## src/hdl/lfe_pkg.sv

```systemverilog
// Shared types and constants for the LED strip frame encoder.
// Depends on nothing; used by every module of the block.
package lfe_pkg;

   localparam logic [1:0] CMD_WRITE = 2'd0;
   localparam logic [1:0] CMD_CLEAR = 2'd1;
   localparam logic [1:0] CMD_SEND  = 2'd2;

   localparam logic [7:0] LED_MARK = 8'hE0;
   localparam logic [2:0] WORD_BYTES = 3'd4;

   typedef struct packed {
      logic [4:0] bright;
      logic [7:0] blue;
      logic [7:0] green;
      logic [7:0] red;
   } entry_type;

   localparam entry_type RESET_ENTRY = '{bright: 5'd0, blue: 8'd0, green: 8'd0, red: 8'd0};
   localparam entry_type CLEAR_ENTRY = '{bright: 5'd1, blue: 8'd0, green: 8'd0, red: 8'd0};

   typedef struct packed {
      logic wr_en;
      logic clear;
      logic rd_en;
   } store_ctl_type;

   function automatic logic [31:0] end_word_f(input logic [2:0] nbytes);
      logic [31:0] word;
      word = 32'd0;
      for (int b = 0; b < 4; b++) begin
         if (3'(b) < nbytes) begin
            word[31 - 8 * b -: 8] = 8'hFF;
         end
      end
      return word;
   endfunction

endpackage

```

## src/hdl/lfe_store.sv

```systemverilog
// Colour store of the LED strip frame encoder: a synchronous memory with
// per-entry valid bits and a fill value. Depends on lfe_pkg.
module lfe_store #(
   parameter int LED_COUNT = 36,
   parameter int AW = 6
) (
   input  logic                   clock,
   input  logic                   reset,
   input  lfe_pkg::store_ctl_type ctl,
   input  logic [AW-1:0]          wr_addr,
   input  lfe_pkg::entry_type     wr_entry,
   input  logic [AW-1:0]          rd_addr,
   output lfe_pkg::entry_type     rd_entry
);
   import lfe_pkg::*;

   entry_type            mem [LED_COUNT];
   logic [LED_COUNT-1:0] valid_ff;
   logic [LED_COUNT-1:0] valid_in;
   entry_type            fill_ff;
   entry_type            fill_in;
   entry_type            rd_data_ff;
   logic                 rd_valid_ff;

   // A clear marks every entry as unwritten; unwritten entries read as the fill value.
   always_comb begin
      valid_in = valid_ff;
      fill_in  = fill_ff;
      if (ctl.clear) begin
         valid_in = '0;
         fill_in  = CLEAR_ENTRY;
      end else if (ctl.wr_en) begin
         valid_in[wr_addr] = 1'b1;
      end
   end

   always_ff @(posedge clock) begin
      if (reset) begin
         valid_ff <= '0;
         fill_ff  <= RESET_ENTRY;
      end else begin
         valid_ff <= valid_in;
         fill_ff  <= fill_in;
      end
   end

   always_ff @(posedge clock) begin
      if (ctl.wr_en) begin
         mem[wr_addr] <= wr_entry;
      end
   end

   always_ff @(posedge clock) begin
      if (ctl.rd_en) begin
         rd_data_ff  <= mem[rd_addr];
         rd_valid_ff <= valid_ff[rd_addr];
      end
   end

   assign rd_entry = rd_valid_ff ? rd_data_ff : fill_ff;

endmodule

```

## src/hdl/lfe_send.sv

```systemverilog
// Frame sequencer of the LED strip frame encoder: walks the store and
// emits the start word, one word per LED and the end word. Depends on lfe_pkg.
module lfe_send #(
   parameter int LED_COUNT = 36,
   parameter int AW = 6,
   parameter int PW = 6
) (
   input  logic               clock,
   input  logic               reset,
   input  logic               send_go,
   output logic               busy,
   output logic               rd_en,
   output logic [AW-1:0]      rd_addr,
   input  lfe_pkg::entry_type rd_entry,
   output logic               rsp_strobe,
   output logic [31:0]        rsp_frame_word,
   output logic [2:0]         rsp_byte_count,
   output logic               rsp_last_word
);
   import lfe_pkg::*;

   localparam logic [1:0] ST_IDLE  = 2'd0;
   localparam logic [1:0] ST_START = 2'd1;
   localparam logic [1:0] ST_LEDS  = 2'd2;
   localparam logic [1:0] ST_END   = 2'd3;
   localparam logic [2:0] END_BYTES = 3'(LED_COUNT / 16 + 1);
   localparam logic [31:0] END_WORD = end_word_f(END_BYTES);

   logic [1:0]    state_ff;
   logic [1:0]    state_in;
   logic [PW-1:0] pos_ff;
   logic [PW-1:0] pos_in;

   always_comb begin
      state_in       = state_ff;
      pos_in         = pos_ff;
      rd_en          = 1'b0;
      rsp_strobe     = 1'b0;
      rsp_frame_word = 32'd0;
      rsp_byte_count = WORD_BYTES;
      rsp_last_word  = 1'b0;
      unique case (state_ff)
         ST_IDLE, ST_END: begin
            if (state_ff == ST_END) begin
               rsp_strobe     = 1'b1;
               rsp_frame_word = END_WORD;
               rsp_byte_count = END_BYTES;
               rsp_last_word  = 1'b1;
            end
            if (send_go) begin
               state_in = ST_START;
               pos_in   = '0;
            end else begin
               state_in = ST_IDLE;
            end
         end
         ST_START: begin
            rsp_strobe = 1'b1;
            rd_en      = 1'b1;
            pos_in     = pos_ff + PW'(1);
            state_in   = ST_LEDS;
         end
         ST_LEDS: begin
            rsp_strobe     = 1'b1;
            rsp_frame_word = {LED_MARK[7:5], rd_entry};
            if (pos_ff == PW'(LED_COUNT)) begin
               state_in = ST_END;
            end else begin
               rd_en  = 1'b1;
               pos_in = pos_ff + PW'(1);
            end
         end
         default: begin
            state_in = ST_IDLE;
         end
      endcase
   end

   always_ff @(posedge clock) begin
      if (reset) begin
         state_ff <= ST_IDLE;
         pos_ff   <= '0;
      end else begin
         state_ff <= state_in;
         pos_ff   <= pos_in;
      end
   end

   assign rd_addr = pos_ff[AW-1:0];
   assign busy    = (state_ff == ST_START) || (state_ff == ST_LEDS);

endmodule

```

## src/hdl/led_strip_frame_encoder.sv

```systemverilog
// Top level of the LED strip frame encoder: command decode, colour store
// and frame sequencer. Depends on lfe_pkg, lfe_store and lfe_send.
//
// Usage: a command is transferred at a rising edge with start high and busy
// low. A write stores one colour entry and a clear resets every entry to off
// with brightness 1; both give no results, so commands of these kinds may
// follow each other in every cycle.
// A send command gives LED_COUNT + 2 result words on consecutive cycles,
// starting the cycle after the transfer: the start word, one word per LED and
// the end word, which carries last_word. busy stays high while the
// sequencer walks through the store at one read per cycle;
// a new command may be transferred in the cycle that shows the end word.
// Each result is on the rsp_ ports for one cycle, marked by rsp_strobe; the
// receiver cannot stall the block and must take every word as it comes.
// Reset is synchronous and sets every entry to zero and the block to idle;
// the store needs no clearing pass.
module led_strip_frame_encoder #(
   parameter int LED_COUNT = 36
) (
   input  logic        clock,
   input  logic        reset,
   input  logic        start,
   output logic        busy,
   input  logic [1:0]  req_command,
   input  logic [5:0]  req_led_index,
   input  logic [7:0]  req_red_level,
   input  logic [7:0]  req_green_level,
   input  logic [7:0]  req_blue_level,
   input  logic [7:0]  req_global_level,
   output logic        rsp_strobe,
   output logic [31:0] rsp_frame_word,
   output logic [2:0]  rsp_byte_count,
   output logic        rsp_last_word
);
   import lfe_pkg::*;

   localparam int AW = (LED_COUNT > 1) ? $clog2(LED_COUNT) : 1;
   localparam int PW = $clog2(LED_COUNT + 1);

   logic          accept;
   logic          send_go;
   logic          rd_en;
   logic [AW-1:0] rd_addr;
   entry_type     wr_entry;
   entry_type     rd_entry;
   store_ctl_type ctl;

   assign accept  = start && !busy;
   assign send_go = accept && (req_command == CMD_SEND);

   assign wr_entry = '{bright: req_global_level[4:0], blue: req_blue_level,
                       green: req_green_level, red: req_red_level};

   always_comb begin
      ctl.wr_en = accept && (req_command == CMD_WRITE) && (7'(req_led_index) < 7'(LED_COUNT));
      ctl.clear = accept && (req_command == CMD_CLEAR);
      ctl.rd_en = rd_en;
   end

   lfe_store #(
      .LED_COUNT(LED_COUNT),
      .AW(AW)
   ) u_store (
      .clock(clock),
      .reset(reset),
      .ctl(ctl),
      .wr_addr(req_led_index[AW-1:0]),
      .wr_entry(wr_entry),
      .rd_addr(rd_addr),
      .rd_entry(rd_entry)
   );

   lfe_send #(
      .LED_COUNT(LED_COUNT),
      .AW(AW),
      .PW(PW)
   ) u_send (
      .clock(clock),
      .reset(reset),
      .send_go(send_go),
      .busy(busy),
      .rd_en(rd_en),
      .rd_addr(rd_addr),
      .rd_entry(rd_entry),
      .rsp_strobe(rsp_strobe),
      .rsp_frame_word(rsp_frame_word),
      .rsp_byte_count(rsp_byte_count),
      .rsp_last_word(rsp_last_word)
   );

endmodule

```

## config.mk

```make
export PLATFORM = sky130hd
export DESIGN_NAME = led_strip_frame_encoder
export DESIGN_NICKNAME = d
export VERILOG_FILES = /design/src/hdl/lfe_pkg.sv /design/src/hdl/lfe_store.sv /design/src/hdl/lfe_send.sv /design/src/hdl/led_strip_frame_encoder.sv
export SDC_FILE = /design/constraint.sdc
export NUM_CORES = 1
export LEC_CHECK = 0
export ABC_CLOCK_PERIOD_IN_PS = 6300
export BUFFER_PORTS_ARGS = -buffer_cell sky130_fd_sc_hd__buf_2
export CAP_MARGIN = 40
export CORE_AREA = 3 3 261 263
export CTS_BUF_LIST = sky130_fd_sc_hd__clkbuf_2 sky130_fd_sc_hd__clkbuf_4 sky130_fd_sc_hd__clkbuf_8
export DETAILED_ROUTE_END_ITERATION = 12
export DIE_AREA = 0 0 264 266
export GPL_ROUTABILITY_DRIVEN = 0
export PLACE_DENSITY = 0.82
export SYNTH_ARGS = -nofsm -noshare
export SYNTH_HDL_FRONTEND = slang
export SYNTH_SLANG_ARGS = --single-unit
```

## constraint.sdc

```tcl
create_clock -name clock -period 6.3 [get_ports clock]
set_clock_uncertainty 0.1 [all_clocks]
set_input_delay 0.315 -clock clock [delete_from_list [all_inputs] [get_ports clock]]
set_output_delay 0.315 -clock clock [all_outputs]
set_load 0.01 [all_outputs]
```

Word-level counts from Yosys, hierarchy flattened --
Memories as Yosys holds them, arrays and structs flattened. A register that Yosys moved wholly into a read port is not among the register bits. Index checks and enable logic that the tools add are counted.
Cells by class: $add $sub $neg 1, order comparisons 4, equal/unequal tests 9, mux-type cells 22, bitwise logic cells 1, reduce and logical (&&, ||, !) cells 14
Operators with widths (number):
- 32-bit one-hot mux with 2 select lines | 1
- 36-bit OR | 1
- 32-bit two-way mux | 1
- 29-bit two-way mux | 1
- 6-bit one-hot mux with 3 select lines | 1
- 6-bit by 7-bit less-than comparator with 1-bit output, second input constant | 2
- 6-bit two-way mux | 2
- 1-bit two-way mux | 8
- 6-bit by 1-bit adder with 6-bit output, second input constant | 1
- 1-bit binary-select mux with 6-bit select | 1
- 1-bit demux with 6-bit select | 1
- 2-bit equality test, second input constant | 3
- 6-bit equality test, second input constant | 1
- 6-bit by 1-bit >= comparator with 1-bit output, second input constant | 1
- 1-bit logical AND | 6
- 6-bit less-than comparator, second input constant | 1
- 3-bit two-way mux | 2
- 2-bit one-hot mux with 3 select lines | 1
- 2-bit OR reduction | 3
- 2-bit by 1-bit equality test with 1-bit output, second input constant | 2
- 2-bit zero test | 2
- 2-bit inequality test, second input constant | 2
- 1-bit one-hot mux with 2 select lines | 2
- 2-bit two-way mux | 1
- 4 further kinds | 4
Word-level totals: bits in registers 46, memory bits (writable) 1044, input port bits 43, output and inout bits 38, word-level logic and storage cells 57, memories kept 1
Memories:
- u_store.mem | words 36, width 29, read ports 1, clocked after Yosys merged registers in 1, wr ports 1, line lfe_store.sv:17 | entry_type mem [LED_COUNT];

Depth between registers and ports, before layout --
depth in word-level cells 8, depth in mapped cells 10, gate-level depth less buffers 6

Modules after synthesis --
A second synthesis with hierarchy kept.
Second synthesis, totals: cells, all modules 2133, area total of the unflattened synthesis 43511.7 um^2
By module, submodules not included:
- lfe_store | instances 1, cells an instance 2026, area an instance 42659.7 um^2, sequential area each 32991.6 um^2
- lfe_send | instances 1, cells an instance 102, area an instance 805.8 um^2, sequential area each 160.2 um^2
- led_strip_frame_encoder | instances 1, cells an instance 5, area an instance 46.3 um^2, sequential area each 0.0 um^2

Least setup slack after synthesis --
No wires, ideal clock.
kind reg-to-reg, start point reg u_send.pos_ff[1], in the netlist u_send.rd_addr[1], end point reg u_store.rd_data_ff[0] (netlist name), setup time 0.427 ns, arrival time 3.293 ns, data required time 5.773 ns, slack 2.480 ns, stages on the path, launching flop included 9, buffers on the path 3, period minus slack after synthesis 3.820 ns, cells stage by stage dfxtp_1 buf_2 buf_2 buf_1 inv_1 ha_1 and2_1 a21bo_2 a21oi_1
RTL lines:
- start: declaration | line lfe_send.sv:31 | logic [PW-1:0] pos_ff;
- start signal: assignment | line lfe_send.sv:85 | pos_ff <= pos_in;

Worst setup path in the final report --
start point reg u_send.state_ff[0], end point mem u_store.mem[4][8] (netlist name), enable pin
Between the ends: cells in the longest elaborated chain, start to end 8, elaborated cells between the ends (all ways) 9, classes of those cells eq/ne: 2; mux: 2; reduce/logical: 5
RTL lines:
- start: declaration | line lfe_send.sv:29 | logic [1:0] state_ff;
- start signal: assignment | line lfe_send.sv:84 | state_ff <= state_in;
- 2-bit by 1-bit equality test with 1-bit output or 2-bit equality test (tied branches) | line lfe_send.sv:90 | assign busy = (state_ff == ST_START) || (state_ff == ST_LEDS);
- 1-bit logical OR (*) | line lfe_send.sv:90
- 1-bit zero test (*) | line led_strip_frame_encoder.sv:48 | assign accept = start && !busy;
- 1-bit logical AND (*) | line led_strip_frame_encoder.sv:48
- 1-bit logical AND (*) (2 in series) | line led_strip_frame_encoder.sv:55 | ctl.wr_en = accept && (req_command == CMD_WRITE) && (7'(req_led_index) < 7'(LED_COUNT));
- 1-bit two-way mux (*) | line lfe_store.sv:48 | if (ctl.wr_en) begin
- 1-bit two-way mux (not written as such) (*) | line lfe_store.sv:49 | mem[wr_addr] <= wr_entry;
- end: declaration | line lfe_store.sv:17
Every way passes the cells marked *; elsewhere a longest branch is shown, timed or not.

==> results.cfg <==
[synthesis]
yosysTopAreaCellShare = 0.7525
synth_warnings = 0
yosys.cell_count.top_type = edfxtp_1
syn_nets = 2045
synth_edf_count = 1074
synth_area_leaders = edfxtp_1, mux4_2, dfxtp_1, mux2i_1, nand2_1
netlist_instances = 1995
synth_area_sq_mm = 0.04286
async_flop_share = 0
syn_avg_cell_area_sq_um = 21.48
yosys.area.top_type = edfxtp_1
ys.flop_type = edfxtp_1
seq_area_frac_synth = 0.7736
yosys.cell_types.count = 46
ys_ff_latch = 1119
synth_common_cells = edfxtp_1, mux4_2, nand2_1

[cts]
htree_levels = 4
clock_path_buffers = 3
clkTransAtPathRegs_ps = 60
cts_tree = built
cts_root_buf = clkbuf_8
cts_setup_buffers = 0
insertion_delay_ps = 820
numCtsBuffers = 165
cts.sinks = 1119

[power]
seqPwrFrac = 0.547
intPower_mw = 11.69
powerDensity_mw_per_mm2 = 308.2
swShare = 0.2225
ir_drop_v = 0.0001878
clkPwrFrac = 0.367
power.switching_mw = 3.346
leakage_nw = 15.66
power_frac_comb = 0.086

[finish]
regArea_sq_mm = 0.03316
num-fill-cells = 3386
final_area_sq_mm = 0.04878
drive_gt1_frac = 0.3014
instances_no_fill = 3208
syn_to_final_growth_pct = 13.82
multi_input_area_sq_mm = 0.009490
nNetsFinal = 2270

[setup_path]
r2r_slack_ps = 2010
crit_arrival_ps = 4690
crit_required_ps = 6700
endpoint_kind = flop
path_max_fanout = 17
criticalPathCategory = flop to flop
startpoint_type = flop

[place]
placed_area_sq_mm = 0.04534
dp_hpwl_um = 58080
place_ws_ps = 2206
portBuffers = 77
place_inst = 2883

[sta]
drv_slew = 0
period_needed_ps = 4290
tightest_slew_ps = 1024
fmax_mhz = 233.1
tns_ps = 0
grt_setup_unrepaired = no
setup_slack_ps = 2010
hold_viol = 0
layout_worst_path_cycle_share = 0.6810
holdWs_ps = 139.4
finalSetupViolations = 0
max-slew-margin-rel = 0.3157

[floorplanning]
dieHeight_um = 266
core_region_area_sq_mm = 0.06586
start_util = 0.6507
num_rows = 94
dieArea_sq_mm = 0.07022
ios = 81
die_x_um = 264

[drt]
num_vias = 21825
drtIter0Drc = 3198
drc_errors = 0
finalWirelength_um = 100200
routedWlPerCell_um = 31.24
antenna_left = 0
dr.pass1.iters = 5
vias_per_cell = 6.803

[min_path]
min_path_type = primary input to flop

[global_routing]
grt_pass1_vias = 22296
grt_usage = 0.2941
grt_max_degree = 143
antenna_found_initial = 11
grt_overflow = 0
grt_pass1_wl_um = 148700

[flow_run]
maxCapViolCount = 0

[run_status]
status = finished, final reports clean
[state kept, by name, summed over array words and instances (netlist names)]
name and flops:
u_send.rd_addr 6, u_send.state_ff 2, u_store.fill_ff 1, u_store.mem 1044
u_store.rd_data_ff 29, u_store.rd_valid_ff 1, u_store.valid_ff 36
[cell usage in the layout (no fill, tap or decap), types with 9 or more instances in the layout]
master         count
clkbuf_8         174
clkbuf_4          42
and2_1            10
mux4_2           270
dfxtp_1           41
clkinv_2          15
mux2i_1           61
edfxtp_1        1074
o21a_1            36
nand3_1            9
buf_12            12
o22ai_1           29
nand2_1           92
nor2b_1           31
a21o_1            20
inv_1             10
a22oi_1           29
dlygate4sd3_1     34
nor2_4            38
a31oi_1           29
nor2_1            14
buf_2             77
buf_16            28
and3_1            29
buf_4             13
clkinv_1          44
[layout make-up]
class                           count  area share
Sequential cell                  1119      0.6798
Multi-Input combinational cell    753      0.1946
Clock buffer                      216     0.05556
Timing Repair Buffer              169     0.03891
Tap cell                          864     0.02216
Clock inverter                     70    0.007772
Inverter                           12   0.0009491
Antenna cell                        5   0.0002565
[kinds of logic (layout without fill, tap and decap cells)]
| group | after synthesis | after routing | share of synthesized area |
|---|---|---|---|
| DFF | 1119 | 1119 | 0.7736 |
| muxes | 332 | 332 | 0.1564 |
| AOI/OAI and AO/OA | 164 | 164 | 0.02706 |
| and+or+nand+nor | 250 | 250 | 0.02849 |
| buffers and inverters | 123 | 467 | 0.01244 |
| other | 0 | 5 | 0 |
| adders and majority gates | 7 | 7 | 0.002044 |
[per-layer routing]
| metal | GRT usage | part of all wire | vias to the layer above |
|---|---|---|---|
| met4 | 0.09499 | 0.026 | 4 |
| li1 | - | - | 8785 |
| met3 | 0.07766 | 0.13 | 189 |
| met5 | 0 | 0.00023 | - |
| met1 | 0.4302 | 0.37 | 11254 |
| met2 | 0.4465 | 0.48 | 1593 |
[path summary, 6_finish.rpt]
| check | start | endpoint | depth (start not counted) |
|---|---|---|---|
| setup / recovery | u_send.state_ff[0] | u_store.mem[4][8] | 6 |
| hold / removal | req_command[0] | u_send.rd_addr[2] | 4 |
| setup reg to reg | u_send.state_ff[0] | u_store.mem[4][8] | 6 |
| hold reg to reg | u_store.valid_ff[35] | u_store.valid_ff[35] | 1 |
[through the flow]
stage / total power, mW / utilization
after floorplan: 9.300 / -
after global placement: 9.619 / 0.6733
after detailed placement: 9.660 / 0.6884
after CTS: 15.11 / 0.7404
after global routing: 15.53 / 0.7405
final: 15.04 / 0.7406
[critical path: stages (launching register included)]
cell	delay [ps]
dfxtp_1	440
inv_1	140
ha_1	470
nor4b_2	940
nand3b_1	830
nor2_4	800
buf_16	250
[timing repair]
action / in CTS / in global routing
endpoints found under the hold margin: 1063 / 0
gates resized for setup: 0 / 0
hold buffers: 34 / 0
[power by group through the flow]
stage	Sequential, mW	Combinational, mW	Clock, mW
2_1_floorplan	8.34	0.958	0
3_3_place_gp	8.38	1.24	0
3_5_place_dp	8.38	1.28	0
4_1_cts	8.23	1.30	5.58
5_1_grt	8.22	1.39	5.91
6_report	8.22	1.29	5.52
(Power assumes the default switching activity.)
